## src/rtl/psdds_pkg.sv

```systemverilog
// shared types, widths and constants of the polynomial sine oscillator
package psdds_pkg;

    localparam int PHASE_W   = 16;
    localparam int SAMPLE_W  = 16;
    localparam int X_W       = 15;
    localparam int COEF_W    = 16;
    localparam int PROD_W    = COEF_W + X_W + 1;
    localparam int ACC_W     = 32;
    localparam int OUT_SHIFT = 12;
    localparam int S_TDATA_W = 8;
    localparam int M_TDATA_W = 16;

    localparam int QUEUE_DEPTH_DEFAULT = 2;

    localparam logic signed [COEF_W-1:0] COEF_A1 = 16'sd12868;
    localparam logic signed [COEF_W-1:0] COEF_A3 = -16'sd21167;
    localparam logic signed [COEF_W-1:0] COEF_A5 = 16'sd10445;
    localparam logic signed [COEF_W-1:0] COEF_A7 = -16'sd2455;

    localparam logic [X_W-1:0] FOLD_POINT = 15'd16384;
    localparam logic [X_W-1:0] FOLD_TOP   = 15'd32767;

    localparam logic signed [ACC_W-1:0] ROUND_BIAS = 32'sd2048;

    localparam logic [PHASE_W-1:0] STEP_RESET = 16'd136;

    // folded phase word handed from front to back
    typedef struct packed {
        logic [X_W-1:0] x;
        logic           neg;
        logic           last;
    } item_t;

    // queue fill status seen by both sides
    typedef struct packed {
        logic empty;
        logic full;
    } q_status_t;

endpackage

```

## src/rtl/psdds_front.sv

```systemverilog
// front end: phase accumulator, step register and phase folding
module psdds_front (
    input  logic                                  aclk,
    input  logic                                  aresetn,
    input  logic                                  s_tvalid,
    output logic                                  s_tready,
    input  logic                                  s_last,
    input  logic                                  cfg_valid,
    output logic                                  cfg_ready,
    input  logic [psdds_pkg::PHASE_W-1:0]         cfg_data,
    input  psdds_pkg::q_status_t                  q_status,
    output logic                                  push,
    output psdds_pkg::item_t                      push_item
);
    import psdds_pkg::*;

    logic [PHASE_W-1:0] phase_reg, phase_next;
    logic [PHASE_W-1:0] step_reg, step_next;
    logic [PHASE_W-1:0] phase_neg;
    logic [X_W-1:0]     mag;

    assign s_tready  = !q_status.full;
    assign cfg_ready = 1'b1;
    assign push      = s_tvalid && s_tready;

    // magnitude, most negative phase taken as full scale, then fold about the quarter
    always_comb begin
        phase_neg = PHASE_W'(-phase_reg);
        if (phase_reg == {1'b1, {(PHASE_W-1){1'b0}}}) begin
            mag = FOLD_TOP;
        end else if (phase_reg[PHASE_W-1]) begin
            mag = phase_neg[X_W-1:0];
        end else begin
            mag = phase_reg[X_W-1:0];
        end
        push_item.x    = (mag > FOLD_POINT) ? X_W'(FOLD_TOP - mag) : mag;
        push_item.neg  = phase_reg[PHASE_W-1];
        push_item.last = s_last;
    end

    always_comb begin
        phase_next = push ? PHASE_W'(phase_reg + step_reg) : phase_reg;
        step_next  = (cfg_valid && cfg_ready) ? cfg_data : step_reg;
    end

    always_ff @(posedge aclk) begin
        if (!aresetn) begin
            phase_reg <= '0;
            step_reg  <= STEP_RESET;
        end else begin
            phase_reg <= phase_next;
            step_reg  <= step_next;
        end
    end

    a_phase_adv: assert property (@(posedge aclk) disable iff (!aresetn)
        push |=> phase_reg == PHASE_W'($past(phase_reg) + $past(step_reg)))
        else $error("phase did not advance by the step");

endmodule

```

## src/rtl/psdds_queue.sv

```systemverilog
// short fifo between the front end and the polynomial engine
module psdds_queue #(
    parameter int DEPTH = psdds_pkg::QUEUE_DEPTH_DEFAULT
) (
    input  logic                  aclk,
    input  logic                  aresetn,
    input  logic                  push,
    input  psdds_pkg::item_t      push_item,
    input  logic                  pop,
    output psdds_pkg::item_t      pop_item,
    output psdds_pkg::q_status_t  q_status
);
    import psdds_pkg::*;

    localparam int IDX_W = (DEPTH > 1) ? $clog2(DEPTH) : 1;
    localparam int CNT_W = $clog2(DEPTH + 1);

    item_t            mem [DEPTH];
    logic [IDX_W-1:0] wr_ptr_reg, wr_ptr_next;
    logic [IDX_W-1:0] rd_ptr_reg, rd_ptr_next;
    logic [CNT_W-1:0] count_reg, count_next;
    logic             do_push, do_pop;

    assign q_status.empty = (count_reg == '0);
    assign q_status.full  = (count_reg == CNT_W'(DEPTH));
    assign do_push  = push && !q_status.full;
    assign do_pop   = pop && !q_status.empty;
    assign pop_item = mem[rd_ptr_reg];

    always_comb begin
        wr_ptr_next = wr_ptr_reg;
        rd_ptr_next = rd_ptr_reg;
        count_next  = count_reg;
        if (do_push) begin
            wr_ptr_next = (wr_ptr_reg == IDX_W'(DEPTH - 1)) ? '0 : IDX_W'(wr_ptr_reg + 1'b1);
        end
        if (do_pop) begin
            rd_ptr_next = (rd_ptr_reg == IDX_W'(DEPTH - 1)) ? '0 : IDX_W'(rd_ptr_reg + 1'b1);
        end
        if (do_push && !do_pop) begin
            count_next = CNT_W'(count_reg + 1'b1);
        end else if (do_pop && !do_push) begin
            count_next = CNT_W'(count_reg - 1'b1);
        end
    end

    always_ff @(posedge aclk) begin
        if (do_push) begin
            mem[wr_ptr_reg] <= push_item;
        end
    end

    always_ff @(posedge aclk) begin
        if (!aresetn) begin
            wr_ptr_reg <= '0;
            rd_ptr_reg <= '0;
            count_reg  <= '0;
        end else begin
            wr_ptr_reg <= wr_ptr_next;
            rd_ptr_reg <= rd_ptr_next;
            count_reg  <= count_next;
        end
    end

    a_no_overfill: assert property (@(posedge aclk) disable iff (!aresetn)
        count_reg <= CNT_W'(DEPTH))
        else $error("queue fill beyond depth");

    a_push_when_full: assert property (@(posedge aclk) disable iff (!aresetn)
        q_status.full |-> !push)
        else $error("write into a full queue");

endmodule

```

## src/rtl/psdds_back.sv

```systemverilog
// polynomial engine: shared multiplier sequencer and output register
module psdds_back (
    input  logic                              aclk,
    input  logic                              aresetn,
    input  psdds_pkg::q_status_t              q_status,
    output logic                              pop,
    input  psdds_pkg::item_t                  pop_item,
    output logic                              m_valid,
    input  logic                              m_ready,
    output logic [psdds_pkg::SAMPLE_W-1:0]    m_sample,
    output logic                              m_last
);
    import psdds_pkg::*;

    typedef enum logic [3:0] {
        ST_IDLE, ST_X2, ST_X3, ST_X5, ST_X7, ST_A1, ST_A3, ST_A5, ST_A7, ST_FIN
    } state_t;

    localparam int SH_W = ACC_W - OUT_SHIFT;

    state_t                    state_reg, state_next;
    logic [X_W-1:0]            x_reg, x_next;
    logic [X_W-1:0]            x2_reg, x2_next;
    logic [X_W-1:0]            x3_reg, x3_next;
    logic [X_W-1:0]            x5_reg, x5_next;
    logic [X_W-1:0]            x7_reg, x7_next;
    logic                      neg_reg, neg_next;
    logic                      last_reg, last_next;
    logic signed [ACC_W-1:0]   acc_reg, acc_next;
    logic                      m_valid_reg, m_valid_next;
    logic [SAMPLE_W-1:0]       sample_reg, sample_next;
    logic                      m_last_reg, m_last_next;

    logic signed [COEF_W-1:0]  mul_a;
    logic [X_W-1:0]            mul_b;
    logic signed [PROD_W-1:0]  prod;
    logic [X_W-1:0]            pow_res;
    logic signed [ACC_W-1:0]   y_signed;
    logic signed [ACC_W-1:0]   y_round;
    logic signed [SH_W-1:0]    y_shift;
    logic [SAMPLE_W-1:0]       y_sat;
    logic                      out_free;

    assign out_free = !m_valid_reg || m_ready;
    assign pop      = (state_reg == ST_IDLE) && !q_status.empty;
    assign m_valid  = m_valid_reg;
    assign m_sample = sample_reg;
    assign m_last   = m_last_reg;

    // operand select for the one multiplier
    always_comb begin
        case (state_reg)
            ST_X2:   begin mul_a = COEF_W'(signed'({1'b0, x_reg}));  mul_b = x_reg;  end
            ST_X3:   begin mul_a = COEF_W'(signed'({1'b0, x2_reg})); mul_b = x_reg;  end
            ST_X5:   begin mul_a = COEF_W'(signed'({1'b0, x2_reg})); mul_b = x3_reg; end
            ST_X7:   begin mul_a = COEF_W'(signed'({1'b0, x2_reg})); mul_b = x5_reg; end
            ST_A1:   begin mul_a = COEF_A1; mul_b = x_reg;  end
            ST_A3:   begin mul_a = COEF_A3; mul_b = x3_reg; end
            ST_A5:   begin mul_a = COEF_A5; mul_b = x5_reg; end
            ST_A7:   begin mul_a = COEF_A7; mul_b = x7_reg; end
            default: begin mul_a = '0;      mul_b = '0;     end
        endcase
        prod    = PROD_W'(mul_a) * signed'({1'b0, mul_b});
        // q15 product of non-negative operands, never reaches saturation
        pow_res = prod[2*X_W-1:X_W];
    end

    // sign, rounding, shift and clamp
    always_comb begin
        y_signed = neg_reg ? ACC_W'(-acc_reg) : acc_reg;
        y_round  = ACC_W'(y_signed + ROUND_BIAS);
        y_shift  = SH_W'(y_round >>> OUT_SHIFT);
        if (y_shift > SH_W'(32767)) begin
            y_sat = 16'h7FFF;
        end else if (y_shift < -SH_W'(32768)) begin
            y_sat = 16'h8000;
        end else begin
            y_sat = y_shift[SAMPLE_W-1:0];
        end
    end

    always_comb begin
        state_next   = state_reg;
        x_next       = x_reg;
        x2_next      = x2_reg;
        x3_next      = x3_reg;
        x5_next      = x5_reg;
        x7_next      = x7_reg;
        neg_next     = neg_reg;
        last_next    = last_reg;
        acc_next     = acc_reg;
        sample_next  = sample_reg;
        m_last_next  = m_last_reg;
        m_valid_next = m_valid_reg && !m_ready;
        case (state_reg)
            ST_IDLE: begin
                if (pop) begin
                    x_next     = pop_item.x;
                    neg_next   = pop_item.neg;
                    last_next  = pop_item.last;
                    state_next = ST_X2;
                end
            end
            ST_X2: begin x2_next = pow_res; state_next = ST_X3; end
            ST_X3: begin x3_next = pow_res; state_next = ST_X5; end
            ST_X5: begin x5_next = pow_res; state_next = ST_X7; end
            ST_X7: begin x7_next = pow_res; state_next = ST_A1; end
            ST_A1: begin acc_next = ACC_W'(prod); state_next = ST_A3; end
            ST_A3: begin acc_next = ACC_W'(acc_reg + ACC_W'(prod)); state_next = ST_A5; end
            ST_A5: begin acc_next = ACC_W'(acc_reg + ACC_W'(prod)); state_next = ST_A7; end
            ST_A7: begin acc_next = ACC_W'(acc_reg + ACC_W'(prod)); state_next = ST_FIN; end
            ST_FIN: begin
                if (out_free) begin
                    sample_next  = y_sat;
                    m_last_next  = last_reg;
                    m_valid_next = 1'b1;
                    state_next   = ST_IDLE;
                end
            end
            default: state_next = ST_IDLE;
        endcase
    end

    always_ff @(posedge aclk) begin
        if (!aresetn) begin
            state_reg   <= ST_IDLE;
            m_valid_reg <= 1'b0;
        end else begin
            state_reg   <= state_next;
            m_valid_reg <= m_valid_next;
        end
        x_reg      <= x_next;
        x2_reg     <= x2_next;
        x3_reg     <= x3_next;
        x5_reg     <= x5_next;
        x7_reg     <= x7_next;
        neg_reg    <= neg_next;
        last_reg   <= last_next;
        acc_reg    <= acc_next;
        sample_reg <= sample_next;
        m_last_reg <= m_last_next;
    end

    a_pop_starts: assert property (@(posedge aclk) disable iff (!aresetn)
        pop |=> state_reg == ST_X2)
        else $error("queue read did not start the sequence");

    a_fin_loads: assert property (@(posedge aclk) disable iff (!aresetn)
        (state_reg == ST_FIN) && out_free |=> m_valid_reg && (state_reg == ST_IDLE))
        else $error("finished sample not loaded into output register");

endmodule

```

## src/rtl/polynomial_sine_dds.sv

```systemverilog
// top level of the polynomial sine oscillator
//
//  channel  | dir | signals                          | word
//  ---------+-----+----------------------------------+-------------------------------
//  s_       | in  | s_tvalid s_tready s_tdata        | one sample request
//  m_       | out | m_tvalid m_tready m_tdata m_tlast| one q15 sine sample
//  cfg_     | in  | cfg_valid cfg_ready cfg_data     | phase step (always ready)
//
// each sample passes through the polynomial engine in turn: one queue read, four
// power products and four coefficient products through the one shared
// multiplier, then the round and clamp step into the output register
// requests are taken while the queue (two entries by default) has room, so the front
// end runs ahead of the engine; the engine stalls only when the output register
// is still full at the clamp step
// reset (aresetn low, synchronous) clears the phase, sets the step to 136
// and empties queue and output register
module polynomial_sine_dds #(
    parameter int QUEUE_DEPTH = psdds_pkg::QUEUE_DEPTH_DEFAULT
) (
    input  logic                                  aclk,
    input  logic                                  aresetn,
    // request words
    input  logic                                  s_tvalid,
    output logic                                  s_tready,
    input  logic [psdds_pkg::S_TDATA_W-1:0]       s_tdata,   // [0] last_in_block, rest zero
    // sample words
    output logic                                  m_tvalid,
    input  logic                                  m_tready,
    output logic [psdds_pkg::M_TDATA_W-1:0]       m_tdata,   // [15:0] sample
    output logic                                  m_tlast,
    // phase step register
    input  logic                                  cfg_valid,
    output logic                                  cfg_ready,
    input  logic [psdds_pkg::PHASE_W-1:0]         cfg_data
);
    import psdds_pkg::*;

    item_t     push_item;
    item_t     pop_item;
    q_status_t q_status;
    logic      push;
    logic      pop;

    // phase accumulator and folding
    psdds_front u_front (
        .aclk      (aclk),
        .aresetn   (aresetn),
        .s_tvalid  (s_tvalid),
        .s_tready  (s_tready),
        .s_last    (s_tdata[0]),
        .cfg_valid (cfg_valid),
        .cfg_ready (cfg_ready),
        .cfg_data  (cfg_data),
        .q_status  (q_status),
        .push      (push),
        .push_item (push_item)
    );

    // decoupling queue of folded phase words
    psdds_queue #(
        .DEPTH (QUEUE_DEPTH)
    ) u_queue (
        .aclk      (aclk),
        .aresetn   (aresetn),
        .push      (push),
        .push_item (push_item),
        .pop       (pop),
        .pop_item  (pop_item),
        .q_status  (q_status)
    );

    // polynomial evaluation and output register
    psdds_back u_back (
        .aclk     (aclk),
        .aresetn  (aresetn),
        .q_status (q_status),
        .pop      (pop),
        .pop_item (pop_item),
        .m_valid  (m_tvalid),
        .m_ready  (m_tready),
        .m_sample (m_tdata),
        .m_last   (m_tlast)
    );

endmodule

```

## config.mk

```make
export PLATFORM = sky130hd
export DESIGN_NAME = polynomial_sine_dds
export DESIGN_NICKNAME = d
export VERILOG_FILES = /design/src/rtl/psdds_pkg.sv /design/src/rtl/psdds_front.sv /design/src/rtl/psdds_queue.sv /design/src/rtl/psdds_back.sv /design/src/rtl/polynomial_sine_dds.sv
export SDC_FILE = /design/constraint.sdc
export NUM_CORES = 1
export LEC_CHECK = 0
export BUFFER_PORTS_ARGS = -buffer_cell sky130_fd_sc_hd__buf_2
export CAP_MARGIN = 30
export CORE_MARGIN = 2
export CORE_UTILIZATION = 54
export CTS_CLUSTER_SIZE = 30
export DETAILED_ROUTE_END_ITERATION = 10
export PLACE_DENSITY = 0.73
export RECOVER_POWER = 100
export SYNTH_ARGS = -nofsm -noshare
export SYNTH_HDL_FRONTEND = slang
export SYNTH_SLANG_ARGS = --single-unit
```

## constraint.sdc

```tcl
create_clock -name aclk -period 9.1 [get_ports aclk]
set_clock_uncertainty 0.1 [all_clocks]
set_input_delay 0 -clock aclk [delete_from_list [all_inputs] [get_ports aclk]]
set_output_delay 0 -clock aclk [all_outputs]
set_load 0.02 [all_outputs]
```

==> flow_summary.ini <==
[status]
status = finished, violations left
violations = max-capacitance violations, max-slew violations

[clock_network]
clockBufferDepth = 3
root_buffer = clkbuf_16
cts_max_level = 1
insertion_delay_ns = 0.48
cts_tree = done
path_clk_slew_ns = 0.07
cts_buffers = 19
clock-sinks = 201

[drt]
first_pass_iters = 5
avgViaCountPerCell = 5.68
wirelength_microns = 59200
drc = 0
ant_nets = 0
wl_per_cell_microns = 19.1
vias = 17600
drt_iter0_drc = 1319

[critical_path]
cpMostUsedCell = fa_1
required_ns = 9.23
cp-end-kind = flop
cp_max_fo = 6
crit_type = flop to flop
worstPathArrival_ns = 9.20
crit_path_max_incr_delay_ns = 0.55
cp-start-kind = flop
critical_path.slowest_cell = fa_1

[global_route]
grt_pass1_wl_microns = 93700
overflow = 0
met2_usage = 0.496
grt_pass1_vias = 18000
grt_util_met3 = 0.0381
grt_max_degree = 45
antenna_found_initial = 0
gr-usage-all-layers = 0.290
use_met1 = 0.382
grt_most_used_layer = met2

[sta]
hold_viol_final = 0
drv_slew = 45
min_period_ns = 9.08
tightest_slew_ns = 1.66
final.period_utilization = 0.997
worst_slack_ns = 0.0242
tns_ns = 0
setup_violations = 0
rsz0062_at_grt = true
fmax_ghz = 0.110
max_slew_margin = -0.104

[floorplan]
die_w_microns = 201
num_rows = 72
fp.coreArea_sq_um = 38600
dieArea_sq_um = 40500
io_pins = 49
die_h_microns = 201
initial_core_util = 0.545

[placed_design]
dp_cells = 2986
place.gp.congestion = 1.02
dpl.hpwl_microns = 46400
dp_slack_ns = -0.386
numPortBuffers = 40

[logic_synthesis]
dominantRegCellSynth = edfxtp_1
synth_nets = 2636
syn-cell-area_sq_um = 21000
synth_top_area_frac = 0.236
syn_inst = 2227
ys_types = 77
synth_edf_count = 160
yosys.area.top_type = fa_1
yosysSeqAreaShare = 0.268
synth_warnings = 0
synth_commonest_cells = 349 x inv_1, 248 x fa_1, 234 x nand2_1
synth.most_common_cell = inv_1
ys_top_cells_by_area = fa_1 24%, edfxtp_1 23%, ha_1 7.9%, inv_1 6.2%, nand2_1 4.2%
avgSynthCellArea_sq_um = 9.43
ys_ff_latch = 201
async_reset_ff_frac = 0

[final_layout]
area_delta_synth_final_pct = 24.2
multi_input_area_sq_um = 14700
largest_register_ffs = 34
antenna_cells = 0
drive_gt1_frac = 0.224
stdcell_count = 3095
nNetsFinal = 2975
nFillCells = 2916
register_area_sq_um = 5630

[flow_run]
max-cap-violations = 1

[pwr]
power.density_nw_per_um2 = 401
p_leak_nw = 11.7
irDropWorstVdd_mv = 0.347

[worst_hold_path]
min_path_type = primary input to flop
power by group:
group | switching, W | total [W] | internal, W
combinational | 0.00431 | 0.00802 | 0.00370
sequential | 0.000175 | 0.00160 | 0.00143
clock | 0.000347 | 0.000848 | 0.000500
total | 0.00483 | 0.0105 | 0.00563
logic make-up (layout without fill, tap and decap cells):
| group | count (synthesis) | after routing | synth area share |
|---|---|---|---|
| AO/OA/AOI/OAI | 376 | 376 | 0.119 |
| XOR/XNOR | 127 | 127 | 0.0530 |
| adder cells (fa/ha/maj) | 382 | 382 | 0.316 |
| buffers and inverters | 430 | 780 | 0.0777 |
| flip-flops | 201 | 201 | 0.268 |
| multiplexers | 42 | 42 | 0.0214 |
| other | 1 | 1 | 0.000179 |
| AND/OR/NAND/NOR | 668 | 668 | 0.145 |
path summary, 6_finish.rpt:
check                              startpoint                               end  slack, ns  cells past startpoint
min reg2reg         u_back.last_reg$_DFFE_PP_           u_back.m_last$_DFFE_PP_       0.35                      0
max          u_back.state_reg[0]$_SDFFE_PN0P_      u_back.acc_reg[31]$_DFFE_PP_       0.02                     34
max reg2reg  u_back.state_reg[0]$_SDFFE_PN0P_      u_back.acc_reg[31]$_DFFE_PP_       0.02                     34
min                                 cfg_valid  u_front.step_reg[9]$_SDFFE_PN0P_       0.02                      3
per-stage QoR:
stage          cell area [sq um]  hold WS (ns)  utilization  power (W)
2_1_floorplan              21300      -0.00113            -    0.00555
3_3_place_gp               23900        0.0943        0.620    0.00820
3_5_place_dp               23900        0.0917        0.620    0.00836
4_1_cts                    25400       0.00155        0.658    0.00970
5_1_grt                    26100        0.0653        0.676     0.0112
6_report                   26100        0.0153        0.676     0.0105
placed cells by master (no fill, tap or decap), types with 23 or more instances in the layout:
master / n
nand2b_1: 23
edfxtp_1: 160
and2_1: 28
ha_1: 112
fa_1: 239
a21oi_1: 70
nor2b_1: 23
nand3_1: 29
nor2_1: 194
xor2_1: 49
xnor2_1: 64
o21ai_0: 83
buf_4: 290
inv_1: 340
nor3_1: 28
nand2_1: 225
dlygate4sd3_1: 34
dfxtp_1: 38
a21o_1: 28
timing repair:
| action | in CTS | in global routing |
|---|---|---|
| hold buffers | 34 | 0 |
| pin swaps | 50 | 68 |
| setup buffers | 24 | 19 |
| endpoints found under the setup margin | 8 | 9 |
| gates cloned | 0 | 1 |
| endpoints found under the hold margin | 23 | 0 |
| resized for setup | 50 | 131 |
worst max-delay path: cells and delay by family, from the launching register on:
family | cells | cell delay (ns)
compound gates | 9 | 1.92
xor+xnor | 2 | 0.31
fa+ha+maj | 8 | 3.60
buf+inv | 8 | 0.83
flops | 1 | 0.36
simple gates | 7 | 1.69
layer usage:
layer  up-vias  part of all wire
met2       695              0.49
li1       8048                 -
met1      8707              0.40
met4         0             0.037
met5         -                 0
met3       139             0.068
cell type report:
type                            instances  area share
Sequential cell                       201       0.216
Tap cell                              518      0.0249
Inverter                              349      0.0502
Clock buffer                           19      0.0182
Timing Repair Buffer                  399       0.121
Multi-Input combinational cell       1596       0.562
Clock inverter                         13     0.00720
Note: power is estimated with default switching activity, not from simulation.
